==> src/hw/rtl/hkg_pkg.sv <==
// Shared constants, types and helpers for the held-key glow envelope.
package hkg_pkg;

  localparam int MAX_PIXELS = 128;
  localparam int PIX_AW     = $clog2(MAX_PIXELS);
  localparam int CNT_W      = $clog2(MAX_PIXELS + 1);

  localparam int LEVEL_W    = 8;
  localparam int ENTRY_W    = LEVEL_W + 1;
  localparam logic [LEVEL_W-1:0] LEVEL_MAX = 8'd255;

  localparam int TIME_W     = 32;
  localparam int REL_W      = 16;
  localparam int CFG_DATA_W = 16;
  localparam int CFG_IDX_W  = 1;

  localparam int DIV_STEPS  = TIME_W;
  localparam int DIV_CW     = $clog2(DIV_STEPS);

  localparam logic [REL_W-1:0]   RELEASE_RST = 16'd500;
  localparam logic [LEVEL_W-1:0] BASE_RST    = 8'd255;

  localparam logic [CFG_IDX_W-1:0] CFG_FADE_MS     = 1'd0;
  localparam logic [CFG_IDX_W-1:0] CFG_BASE_BRIGHT = 1'd1;

  typedef enum logic [1:0] {
    ACT_KEY  = 2'd0,
    ACT_TICK = 2'd1,
    ACT_READ = 2'd2,
    ACT_NONE = 2'd3
  } action_t;

  // floor(x / 255) for x up to 255 * 255
  function automatic logic [LEVEL_W-1:0] div255(input logic [15:0] x);
    logic [16:0] sum;
    sum = {1'b0, x} + 17'd1 + {9'd0, x[15:8]};
    return sum[15:8];
  endfunction

endpackage

==> src/hw/rtl/hkg_ram.sv <==
// Generic simple dual-port RAM: one write port, one read port, registered read.
module hkg_ram #(
  parameter int WIDTH = 8,
  parameter int DEPTH = 128
) (
  input  logic                     clk,
  input  logic                     we,
  input  logic [$clog2(DEPTH)-1:0] waddr,
  input  logic [WIDTH-1:0]         wdata,
  input  logic [$clog2(DEPTH)-1:0] raddr,
  output logic [WIDTH-1:0]         rdata
);

  logic [WIDTH-1:0] mem [DEPTH];
  logic [WIDTH-1:0] rdata_r;

  always_ff @(posedge clk) begin
    if (we) begin
      mem[waddr] <= wdata;
    end
    rdata_r <= mem[raddr];
  end

  assign rdata = rdata_r;

endmodule

==> src/hw/rtl/hkg_div.sv <==
// Radix-2 restoring divider: 32-bit dividend by 16-bit divisor, one bit a cycle.
module hkg_div
  import hkg_pkg::*;
(
  input  logic              clk,
  input  logic              rst_n,
  input  logic              start,
  input  logic [TIME_W-1:0] dividend,
  input  logic [REL_W-1:0]  divisor,
  output logic              done,
  output logic [TIME_W-1:0] quotient
);

  logic              busy_r, busy_nxt;
  logic              done_r, done_nxt;
  logic [DIV_CW-1:0] step_r, step_nxt;
  logic [REL_W:0]    rem_r, rem_nxt;
  logic [TIME_W-1:0] quo_r, quo_nxt;
  logic [REL_W-1:0]  dvs_r, dvs_nxt;

  always_comb begin
    logic [REL_W:0] rem_sh;
    logic           fits;
    busy_nxt = busy_r;
    done_nxt = 1'b0;
    step_nxt = step_r;
    rem_nxt  = rem_r;
    quo_nxt  = quo_r;
    dvs_nxt  = dvs_r;
    rem_sh   = {rem_r[REL_W-1:0], quo_r[TIME_W-1]};
    fits     = rem_sh >= {1'b0, dvs_r};
    if (start) begin
      busy_nxt = 1'b1;
      step_nxt = '0;
      rem_nxt  = '0;
      quo_nxt  = dividend;
      dvs_nxt  = divisor;
    end else if (busy_r) begin
      // shift one dividend bit in, one quotient bit out
      rem_nxt  = fits ? rem_sh - {1'b0, dvs_r} : rem_sh;
      quo_nxt  = {quo_r[TIME_W-2:0], fits};
      step_nxt = step_r + DIV_CW'(1);
      if (step_r == DIV_CW'(DIV_STEPS - 1)) begin
        busy_nxt = 1'b0;
        done_nxt = 1'b1;
      end
    end
  end

  always_ff @(posedge clk) begin
    step_r <= step_nxt;
    rem_r  <= rem_nxt;
    quo_r  <= quo_nxt;
    dvs_r  <= dvs_nxt;
    if (!rst_n) begin
      busy_r <= 1'b0;
      done_r <= 1'b0;
    end else begin
      busy_r <= busy_nxt;
      done_r <= done_nxt;
    end
  end

  assign done     = done_r;
  assign quotient = quo_r;

endmodule

==> src/hw/rtl/held_key_glow_envelope_core.sv <==
// Top level of the held-key glow envelope: command FSM, level memory and fade tracking.
//
// Per-pixel glow envelope for key-hold lighting. Each command beat (start high while
// busy is low) carries a key event, a frame tick or a pixel read, and yields exactly
// one result beat on out_valid, one cycle wide; the receiver cannot stall it, so
// sample the outputs whenever out_valid is high. Commands are served one at a time.
// An out-of-range key event or pixel read, a frame tick whose time did not advance and an
// unknown action finish without busy rising: the result shows in the cycle after the command.
// An in-range key event reads the level memory and writes the entry back; a pixel read
// goes through level memory read, base times level multiply, divide by 255. A frame
// tick whose time advanced runs the bit-serial divider that turns the elapsed time into
// a drop, then one sweep over the level memory at one entry per cycle; with a zero
// fade time the divider is skipped. The held flag and level share one memory; per-entry
// valid bits stand for the cleared state after reset, so no clearing pass is needed.
// animating comes from a running count of fading pixels.
// Write configuration only while busy is low and no result is pending.
module held_key_glow_envelope_core
  import hkg_pkg::*;
(
  input  logic                  clk,
  input  logic                  rst_n,
  input  logic                  start,
  output logic                  busy,
  input  logic [1:0]            in_action,
  input  logic [15:0]           in_pixel,
  input  logic                  in_pressed,
  input  logic [TIME_W-1:0]     in_now_ms,
  output logic                  out_valid,
  output logic                  out_lit,
  output logic [LEVEL_W-1:0]    out_level,
  output logic [LEVEL_W-1:0]    out_brightness,
  output logic                  out_animating,
  input  logic                  cfg_we,
  input  logic [CFG_IDX_W-1:0]  cfg_index,
  input  logic [CFG_DATA_W-1:0] cfg_wdata
);

  typedef enum logic [2:0] {
    S_IDLE,
    S_KEY_WB,
    S_RD_MUL,
    S_RD_OUT,
    S_TICK_PREP,
    S_DIV_WAIT,
    S_SWEEP
  } state_t;

  state_t                state_r, state_nxt;
  logic                  out_valid_r, out_valid_nxt;
  logic                  out_lit_r, out_lit_nxt;
  logic [LEVEL_W-1:0]    out_level_r, out_level_nxt;
  logic [LEVEL_W-1:0]    out_bright_r, out_bright_nxt;
  logic                  out_anim_r, out_anim_nxt;

  logic [MAX_PIXELS-1:0] valid_r, valid_nxt;
  logic [CNT_W-1:0]      fade_cnt_r, fade_cnt_nxt;
  logic [CNT_W-1:0]      sw_cnt_r, sw_cnt_nxt;
  logic                  rd_pend_r, rd_pend_nxt;
  logic [TIME_W-1:0]     last_time_r, last_time_nxt;
  logic [REL_W-1:0]      release_r, release_nxt;
  logic [LEVEL_W-1:0]    base_r, base_nxt;

  logic [TIME_W-1:0]     elapsed_r, elapsed_nxt;
  logic [LEVEL_W-1:0]    drop_r, drop_nxt;
  logic [15:0]           prod_r, prod_nxt;
  logic [LEVEL_W-1:0]    lvl_r, lvl_nxt;
  logic                  press_r, press_nxt;
  logic [PIX_AW-1:0]     rd_addr_q_r;

  logic [PIX_AW-1:0]     ram_raddr;
  logic                  ram_we;
  logic [ENTRY_W-1:0]    ram_wdata;
  logic [ENTRY_W-1:0]    ram_rdata;

  logic                  div_start;
  logic                  div_done;
  logic [TIME_W-1:0]     div_dividend;
  logic [TIME_W-1:0]     div_quo;

  logic                  accept;
  logic                  pix_in_range;
  logic                  ent_vld;
  logic                  ent_held;
  logic [LEVEL_W-1:0]    ent_lvl;
  logic                  old_fade;

  hkg_ram #(
    .WIDTH (ENTRY_W),
    .DEPTH (MAX_PIXELS)
  ) u_level_ram (
    .clk   (clk),
    .we    (ram_we),
    .waddr (rd_addr_q_r),
    .wdata (ram_wdata),
    .raddr (ram_raddr),
    .rdata (ram_rdata)
  );

  hkg_div u_div (
    .clk      (clk),
    .rst_n    (rst_n),
    .start    (div_start),
    .dividend (div_dividend),
    .divisor  (release_r),
    .done     (div_done),
    .quotient (div_quo)
  );

  assign busy         = state_r != S_IDLE;
  assign accept       = start && !busy;
  assign pix_in_range = in_pixel < 16'(MAX_PIXELS);

  // An entry never written since reset reads as dark and released.
  assign ent_vld  = valid_r[rd_addr_q_r];
  assign ent_held = ent_vld & ram_rdata[ENTRY_W-1];
  assign ent_lvl  = ent_vld ? ram_rdata[LEVEL_W-1:0] : '0;
  assign old_fade = !ent_held && (ent_lvl != '0);

  // elapsed * 255 modulo 2^32, as a shift and a subtract
  assign div_dividend = {elapsed_r[TIME_W-9:0], 8'd0} - elapsed_r;

  // Sweep reads the next entry while the one before is written back.
  assign ram_raddr = (state_r == S_SWEEP) ? sw_cnt_r[PIX_AW-1:0] : in_pixel[PIX_AW-1:0];

  always_comb begin
    logic [LEVEL_W-1:0] new_lvl;
    logic               new_held;
    logic               new_fade;
    state_nxt      = state_r;
    out_valid_nxt  = 1'b0;
    out_lit_nxt    = out_lit_r;
    out_level_nxt  = out_level_r;
    out_bright_nxt = out_bright_r;
    out_anim_nxt   = out_anim_r;
    valid_nxt      = valid_r;
    fade_cnt_nxt   = fade_cnt_r;
    sw_cnt_nxt     = sw_cnt_r;
    rd_pend_nxt    = rd_pend_r;
    last_time_nxt  = last_time_r;
    release_nxt    = release_r;
    base_nxt       = base_r;
    elapsed_nxt    = elapsed_r;
    drop_nxt       = drop_r;
    prod_nxt       = prod_r;
    lvl_nxt        = lvl_r;
    press_nxt      = press_r;
    ram_we         = 1'b0;
    ram_wdata      = '0;
    div_start      = 1'b0;
    new_lvl        = '0;
    new_held       = 1'b0;
    new_fade       = 1'b0;

    if (cfg_we) begin
      unique case (cfg_index)
        CFG_FADE_MS:     release_nxt = cfg_wdata[REL_W-1:0];
        CFG_BASE_BRIGHT: base_nxt    = cfg_wdata[LEVEL_W-1:0];
        default:         ;
      endcase
    end

    unique case (state_r)
      S_IDLE: begin
        if (accept) begin
          // default result for beats that finish at once
          out_lit_nxt    = 1'b0;
          out_level_nxt  = '0;
          out_bright_nxt = '0;
          out_anim_nxt   = fade_cnt_r != '0;
          unique case (action_t'(in_action))
            ACT_KEY: begin
              press_nxt = in_pressed;
              if (pix_in_range) begin
                state_nxt = S_KEY_WB;
              end else begin
                out_valid_nxt = 1'b1;
              end
            end
            ACT_TICK: begin
              last_time_nxt = in_now_ms;
              elapsed_nxt   = in_now_ms - last_time_r;
              if (in_now_ms > last_time_r) begin
                state_nxt = S_TICK_PREP;
              end else begin
                out_valid_nxt = 1'b1;
              end
            end
            ACT_READ: begin
              if (pix_in_range) begin
                state_nxt = S_RD_MUL;
              end else begin
                out_valid_nxt = 1'b1;
              end
            end
            ACT_NONE: begin
              out_valid_nxt = 1'b1;
            end
            default: ;
          endcase
        end
      end

      S_KEY_WB: begin
        new_held = press_r;
        new_lvl  = press_r ? LEVEL_MAX : ent_lvl;
        new_fade = !new_held && (new_lvl != '0);
        ram_we   = 1'b1;
        ram_wdata = {new_held, new_lvl};
        valid_nxt[rd_addr_q_r] = 1'b1;
        fade_cnt_nxt  = fade_cnt_r + CNT_W'(new_fade) - CNT_W'(old_fade);
        out_anim_nxt  = fade_cnt_nxt != '0;
        out_valid_nxt = 1'b1;
        state_nxt     = S_IDLE;
      end

      S_RD_MUL: begin
        lvl_nxt   = ent_lvl;
        prod_nxt  = base_r * ent_lvl;
        state_nxt = S_RD_OUT;
      end

      S_RD_OUT: begin
        out_lit_nxt    = lvl_r != '0;
        out_level_nxt  = lvl_r;
        out_bright_nxt = div255(prod_r);
        out_valid_nxt  = 1'b1;
        state_nxt      = S_IDLE;
      end

      S_TICK_PREP: begin
        sw_cnt_nxt  = '0;
        rd_pend_nxt = 1'b0;
        if (release_r == '0) begin
          drop_nxt  = LEVEL_MAX;
          state_nxt = S_SWEEP;
        end else begin
          div_start = 1'b1;
          state_nxt = S_DIV_WAIT;
        end
      end

      S_DIV_WAIT: begin
        if (div_done) begin
          // any drop of 255 or more empties an unheld pixel
          drop_nxt  = (div_quo[TIME_W-1:LEVEL_W] != '0) ? LEVEL_MAX : div_quo[LEVEL_W-1:0];
          state_nxt = S_SWEEP;
        end
      end

      S_SWEEP: begin
        if (sw_cnt_r < CNT_W'(MAX_PIXELS)) begin
          sw_cnt_nxt  = sw_cnt_r + CNT_W'(1);
          rd_pend_nxt = 1'b1;
        end else begin
          rd_pend_nxt = 1'b0;
        end
        if (rd_pend_r) begin
          // pin held pixels, decay the rest and saturate at dark
          new_held  = ent_held;
          new_lvl   = ent_held ? LEVEL_MAX
                               : ((ent_lvl > drop_r) ? ent_lvl - drop_r : '0);
          new_fade  = !new_held && (new_lvl != '0);
          ram_we    = 1'b1;
          ram_wdata = {new_held, new_lvl};
          valid_nxt[rd_addr_q_r] = 1'b1;
          fade_cnt_nxt = fade_cnt_r + CNT_W'(new_fade) - CNT_W'(old_fade);
          if (sw_cnt_r == CNT_W'(MAX_PIXELS)) begin
            out_anim_nxt  = fade_cnt_nxt != '0;
            out_valid_nxt = 1'b1;
            state_nxt     = S_IDLE;
          end
        end
      end

      default: state_nxt = S_IDLE;
    endcase
  end

  always_ff @(posedge clk) begin
    out_lit_r    <= out_lit_nxt;
    out_level_r  <= out_level_nxt;
    out_bright_r <= out_bright_nxt;
    out_anim_r   <= out_anim_nxt;
    elapsed_r    <= elapsed_nxt;
    drop_r       <= drop_nxt;
    prod_r       <= prod_nxt;
    lvl_r        <= lvl_nxt;
    press_r      <= press_nxt;
    rd_addr_q_r  <= ram_raddr;
    if (!rst_n) begin
      state_r     <= S_IDLE;
      out_valid_r <= 1'b0;
      valid_r     <= '0;
      fade_cnt_r  <= '0;
      sw_cnt_r    <= '0;
      rd_pend_r   <= 1'b0;
      last_time_r <= '0;
      release_r   <= RELEASE_RST;
      base_r      <= BASE_RST;
    end else begin
      state_r     <= state_nxt;
      out_valid_r <= out_valid_nxt;
      valid_r     <= valid_nxt;
      fade_cnt_r  <= fade_cnt_nxt;
      sw_cnt_r    <= sw_cnt_nxt;
      rd_pend_r   <= rd_pend_nxt;
      last_time_r <= last_time_nxt;
      release_r   <= release_nxt;
      base_r      <= base_nxt;
    end
  end

  assign out_valid      = out_valid_r;
  assign out_lit        = out_lit_r;
  assign out_level      = out_level_r;
  assign out_brightness = out_bright_r;
  assign out_animating  = out_anim_r;

  // Results only show once the FSM is back to idle.
  a_result_when_idle: assert property (@(posedge clk) disable iff (!rst_n)
    out_valid |-> !busy)
    else $error("result beat while busy");

  // Every accepted command either occupies the FSM or answers next cycle.
  a_accept_progress: assert property (@(posedge clk) disable iff (!rst_n)
    start && !busy |=> busy || out_valid)
    else $error("accepted command dropped");

  // The fading count can never exceed the pixel count.
  a_fade_cnt_bound: assert property (@(posedge clk) disable iff (!rst_n)
    fade_cnt_r <= CNT_W'(MAX_PIXELS))
    else $error("fade count out of range");

  // A lit result has a nonzero level; an unlit one carries no brightness.
  a_lit_level: assert property (@(posedge clk) disable iff (!rst_n)
    out_valid |-> (out_lit == (out_level != '0)) && (out_lit || out_brightness == '0))
    else $error("lit flag disagrees with level");

  // Scaling by level / 255 never brightens beyond the level itself.
  a_bright_bound: assert property (@(posedge clk) disable iff (!rst_n)
    out_valid |-> out_brightness <= out_level)
    else $error("brightness above level");

endmodule

==> config.mk <==
export PLATFORM = sky130hd
export DESIGN_NAME = held_key_glow_envelope_core
export DESIGN_NICKNAME = d
export VERILOG_FILES = /design/src/hw/rtl/hkg_pkg.sv /design/src/hw/rtl/hkg_ram.sv /design/src/hw/rtl/hkg_div.sv /design/src/hw/rtl/held_key_glow_envelope_core.sv
export SDC_FILE = /design/constraint.sdc
export NUM_CORES = 2
export LEC_CHECK = 0
export ABC_AREA = 1
export CORE_MARGIN = 2
export CORE_UTILIZATION = 45
export CTS_CLUSTER_DIAMETER = 30
export CTS_CLUSTER_SIZE = 14
export DETAILED_ROUTE_END_ITERATION = 16
export DONT_BUFFER_PORTS = 1
export PLACE_DENSITY = 0.64
export SYNTH_ARGS = -nofsm -noshare
export SYNTH_HDL_FRONTEND = slang
export SYNTH_HIERARCHICAL = 1
export SYNTH_SLANG_ARGS = --single-unit
==> constraint.sdc <==
create_clock -name clk -period 7.4 [get_ports clk]
set_input_delay 1.48 -clock clk [delete_from_list [all_inputs] [get_ports clk]]
set_output_delay 1.48 -clock clk [all_outputs]
set_load 0.01 [all_outputs]
**Word level (Yosys, flattened, before mapping)**

Memories as Yosys holds them, arrays and structs flattened. A register that Yosys moved wholly into a read port is not among the register bits.
Index checks and enable logic that the tools add are counted.

- Register bits: 366
- Memory bits (writable): 1152
- Bits of input ports: 72
- Word-level logic and storage cells: 173
- Memories kept: 1

Memories:

| name | depth | bits a word | read ports | clocked after memory_dff | wr ports | line | RTL |
|---|---|---|---|---|---|---|---|
| u_level_ram.mem | 128 | 9 | 1 | 1 | 1 | hkg_ram.sv:14 | `logic [WIDTH-1:0] mem [DEPTH];` |

- Add/subtract/negate cells: 12
- Multipliers: 1
- Order comparisons: 7
- Equality and inequality tests: 21
- Muxes and demuxes: 62
- Bitwise logic cells: 5
- Reduce and logical (&&, ||, !) cells: 39

Operators with widths:

| kind | count |
|---|---|
| $pmux 128 s2 | 1 |
| $mux 128 | 1 |
| $or 128x128->128 | 1 |
| $mux 8 | 10 |
| $pmux 8 s2 | 5 |
| $mux 32 | 2 |
| $sub 32x32->32 | 2 |
| $reduce_bool 8->1 | 7 |
| $gt 32x32->1 | 1 |
| $reduce_bool 24->1 | 1 |
| $mux 1 | 21 |
| $mux 3 | 7 |
| $pmux 9 s2 | 1 |
| $ge 17x16->1 | 1 |
| $add 16x1->16 const B | 1 |
| $add 16x8->16 | 1 |
| $add 8x1->8 | 2 |
| $logic_not 16->1 | 1 |
| $lt 16x8->1 const B | 1 |
| $mul 8x8->16 | 1 |
| $mux 16 | 1 |
| $sub 16x16->16 | 1 |
| $sub 8x1->8 | 2 |
| $pmux 3 s5 | 1 |
| other kinds (40) | 74 |

**Logic depth before layout (Yosys ltp)**

- Word-level depth: 14
- Depth in mapped cells: 42
- Depth with buffers taken out: 40

**Hierarchy**

Netlist, hierarchy kept.

Modules (own cells, without submodules):

| module | times used | cells an instance | area each (sq um) | seq. area each (sq um) |
|---|---|---|---|---|
| hkg_ram | 1 | 3994 | 47361.7 | 34773.4 |
| held_key_glow_envelope_core | 1 | 2500 | 18470.2 | 6736.5 |
| hkg_div | 1 | 508 | 4063.9 | 1901.8 |

**Worst setup path before layout**

OpenSTA, ideal clock, no wires.

- Path kind: register to register
- Start: register rd_addr_q_r[0]
- End: register prod_r[15], data pin
- Library setup time: 0.261 ns
- Data arrival time: 5.186 ns
- Required time: 7.139 ns
- Setup slack: 1.953 ns
- Cell stages (with the launch flop): 31
- Buffers on the path: 3
- Period minus slack after synthesis: 5.447 ns
- Cells stage by stage: dfxtp_1 > buf_4 > buf_2 > nand2_1 > o21ai_1 > nand2_1 > nand2_1 > nand2_1 > nand2_1 > nand2_1 > nand2_1 > nor2_1 > nand4_1 > buf_6 > nand2_2 > inv_1 > nand2_1 > fa_1 > fa_1 > fa_1 > fa_1 > inv_1 > ha_1 > nand2_1 > o21ai_0 > a21oi_1 > o21ai_0 > a21oi_1 > nor2_1 > nor2_1 > xor2_1

- Word-level cells in the longest chain between the ends: 4

RTL lines:

| item | line | RTL |
|---|---|---|
| start, declared | held_key_glow_envelope_core.sv:68 | `logic [PIX_AW-1:0] rd_addr_q_r;` |
| start signal, assigned | held_key_glow_envelope_core.sv:289 | `rd_addr_q_r <= ram_raddr;` |
| $bmux 1 s7 | held_key_glow_envelope_core.sv:114 | `assign ent_vld = valid_r[rd_addr_q_r];` |
| $mux 1 (not written as such) | held_key_glow_envelope_core.sv:114 |  |
| $mux 8 | held_key_glow_envelope_core.sv:116 | `assign ent_lvl = ent_vld ? ram_rdata[LEVEL_W-1:0] : '0;` |
| net ent_lvl[4] | held_key_glow_envelope_core.sv:84 | `logic [LEVEL_W-1:0] ent_lvl;` |
| $mul 8x8->16 | held_key_glow_envelope_core.sv:218 | `prod_nxt = base_r * ent_lvl;` |
| end signal, assigned | held_key_glow_envelope_core.sv:286 | `prod_r <= prod_nxt;` |
| end, declared | held_key_glow_envelope_core.sv:65 | `logic [15:0] prod_r, prod_nxt;` |

The timed path passes the listed nets, and every way through them passes these cells. The select of a mux whose other input is x is not followed.
A chain may end at the register's enable or synchronous reset.

**Worst setup path in the final report**

- Start: register rd_addr_q_r[3]
- End: register prod_r[15], data pin

Same word-level chain as after synthesis.

==> results.cfg <==
[sta]
slew_headroom = 0.157
final_max_slew_viol_count = 0
grt_setup_unrepaired = no
clock-skew-final_ns = 0.0980
maxClockFrequency_mhz = 149
finalCritPeriodShare = 0.909
setup_tns_ns = 0
report.final.hold_viol_count = 0
tightestPinTransition_ns = 1.26
fin_crit_ns = 6.73
finalSetupViolCount = 0

[global_routing]
grt_max_degree = 220
gr-usage-all-layers = 0.236
grt_pass1_vias = 49200
antenna_found_initial = 2
grt-ovfl-total = 0
grt_pass1_wl_um = 291000

[pwr]
pwr-share-clk = 0.510
combinationalPowerShare = 0.140
leakage_nw = 32.6
p_int_mw = 21.5
vdd.ir_drop.worst_mv = 0.263
power_frac_seq = 0.350
powerDensity_nw_per_um2 = 354
switchingPower_mw = 7.82
swShare = 0.267

[yosys]
syn_avg_cell_area_um2 = 9.98
ys_types = 58
synth_edf_count = 1283
synth_nets = 7260
seq_area_frac_synth = 0.621
yosysTopAreaCellShare = 0.551
synthTopCellsByArea = edfxtp_1 55%, nand2_1 12%, nand3_1 8.4%, dfxtp_1 7.0%, ha_1 2.6%
synth_top_area_cell = edfxtp_1
synthCells = 7002
ys_ff_latch = 1527
yosysWarnings = 6
synth-main-ff-cell = edfxtp_1
async_reset_ff_frac = 0
syn_area_um2 = 69900

[placed_design]
gp_congestion = 0.924
dp.cells = 8776
portBuffers = 0
hpwlAfterDp_um = 112000

[layout]
syn_to_final_growth_pct = 18.4
stdcell_count = 9379
final_layout_size_suffix_gt1_frac = 0.0946
n_antenna_cell = 0
fillers = 13300
final_nets = 7334

[worst_setup_path]
cp_top_family = adder cells
slowest_delay_ns = 0.58
end_kind = flop
startpoint_type = flop
crit_arrival_ns = 7.31
cp_num_buf_inv = 4
cp_max_fo = 9
crit_slowest_cell = fa_1
crit_required_ns = 7.98
cpMostUsedCell = nor2_1
crit_type = reg2reg

[drt]
drt-pass1-iter-count = 6
detail-route-antenna-nets = 0
routedWlPerCell_um = 20.3
drtIter0Drc = 5242
wl_um = 190000
drc_errors = 0
num_vias = 51200
viasPerCell = 5.46

[hold_path]
min_path_type = reg2reg

[floorplan]
die_area_um2 = 158000
num_io_pins = 92
start_util = 0.453
rows = 144
die_y_um = 398
fp.dieW_um = 398
core_um2 = 154000

[clock_network]
cts_resized = 0
cts_tree = yes
cts_buffer_depth = 4
numCtsBuffers = 342
post_cts.repair.setup_buffers = 0
clock_latency_ns = 0.95
cts_max_level = 5
cts_hold_buf = 0
path_clk_slew_ns = 0.05
clock_sinks = 1527
clockRootBuffer = clkbuf_16

[job]
maxCapViolations = 0

[outcome]
status = finished clean
-- worst reg2reg max path, delay by kind of cell (launching register included) --
kind                       cells  cell delay (ns)
AOI/OAI and AO/OA              4             0.87
DFF                            1             0.42
xor gates and xnor gates       1             0.13
and+or+nand+nor               11             2.05
adders and majority gates      5             2.40
buffers and inverters          4             0.51
-- layout make-up --
class | instances | area [um2] | area share
Sequential cell | 1527 | 43400 | 0.525
Multi-Input combinational cell | 4667 | 22900 | 0.276
Clock buffer | 391 | 8960 | 0.108
Tap cell | 2044 | 2560 | 0.0309
Clock inverter | 212 | 2520 | 0.0304
Inverter | 476 | 1820 | 0.0220
Timing Repair Buffer | 62 | 628 | 0.00759
-- power groups by stage --
stage               Clock (mW)  Combinational [mW]  Sequential [mW]
finish                    15.0                4.09             10.3
global route              15.6                4.54             10.3
CTS                       15.1                4.06             10.3
detailed placement           0                4.04             10.4
global placement             0                4.00             10.4
floorplan                    0                2.90             10.4
-- routing by layer --
metal / share of wire / GRT usage / wire length, um / vias up
li1: - / - / - / 24000
met1: 0.43 / 0.328 / 81300 / 24800
met2: 0.46 / 0.371 / 87900 / 2050
met3: 0.079 / 0.0423 / 15100 / 386
met4: 0.030 / 0.0856 / 5690 / 0
met5: 0 / 0 / 0 / -
-- sequential cells by signal, summed over array words and instances, names as in the netlist, 9 cells and up --
register / cells
u_level_ram/mem: 1152
valid_r: 128
elapsed_r: 32
last_time_r: 32
u_div/quotient: 32
prod_r: 16
release_r: 16
u_div/dvs_r: 16
u_div/rem_r: 16
u_level_ram/rdata: 9
-- cells by family after synthesis --
| kind of cell | Yosys count | synth area share |
|---|---|---|
| AO/OA/AOI/OAI | 481 | 0.0370 |
| XOR/XNOR | 92 | 0.0115 |
| AND/OR/NAND/NOR | 3908 | 0.239 |
| flip-flops | 1527 | 0.621 |
| adder cells (fa/ha/maj) | 186 | 0.0377 |
| buffers and inverters | 808 | 0.0541 |
-- layout by cell type, fill, tap and decap left out, types with 36 or more instances in the layout --
cell / synthesis / final
clkinv_1: 5 / 48
nor2_1: 408 / 405
edfxtp_1: 1283 / 1283
clkinvlp_4: 0 / 43
inv_1: 444 / 444
clkbuf_16: 0 / 348
clkinv_2: 0 / 36
xor2_1: 63 / 63
nand3_1: 1168 / 1166
ha_1: 145 / 145
o21ai_0: 131 / 125
fa_1: 41 / 41
dfxtp_1: 244 / 243
a21oi_1: 268 / 268
bufinv_16: 0 / 48
buf_4: 24 / 49
nand2_1: 2186 / 2177
-- synthesized netlist by cell type (all sizes together) (19+ instances only) --
cell type and instances:
ha 145, buf 249, xnor2 29, xor2 63
fa 41, inv 471, nand3b 20, o211ai 19
dfxtp 244, nor2 415, edfxtp 1283, nand2 2216
nand3 1171, clkbuf 83, o21ai 144, a21oi 269
nor3 44
-- metrics by stage --
| step | setup WS (ns) | hold WS (ns) | power [mW] | area (um2) | util |
|---|---|---|---|---|---|
| after floorplan | 1.95 | 0.417 | 13.3 | 69900 | - |
| after global placement | 0.917 | 0.439 | 14.4 | 71300 | 0.462 |
| after detailed placement | 0.807 | 0.446 | 14.5 | 71300 | 0.462 |
| after CTS | 0.752 | 0.453 | 29.5 | 82800 | 0.537 |
| after global routing | 0.163 | 0.467 | 30.4 | 82800 | 0.537 |
| final | 0.672 | 0.451 | 29.3 | 82800 | 0.537 |
-- worst paths after layout --
path | startpoint | to | slack, ns | cells after the start
worst max-delay path | rd_addr_q_r[3] | prod_r[15] | 0.67 | 25
worst min-delay path | last_time_r[16] | last_time_r[16] | 0.45 | 2
worst max register to register | rd_addr_q_r[3] | prod_r[15] | 0.67 | 25
worst min register to register | last_time_r[16] | last_time_r[16] | 0.45 | 2
Power figures use the tool's default switching activity.
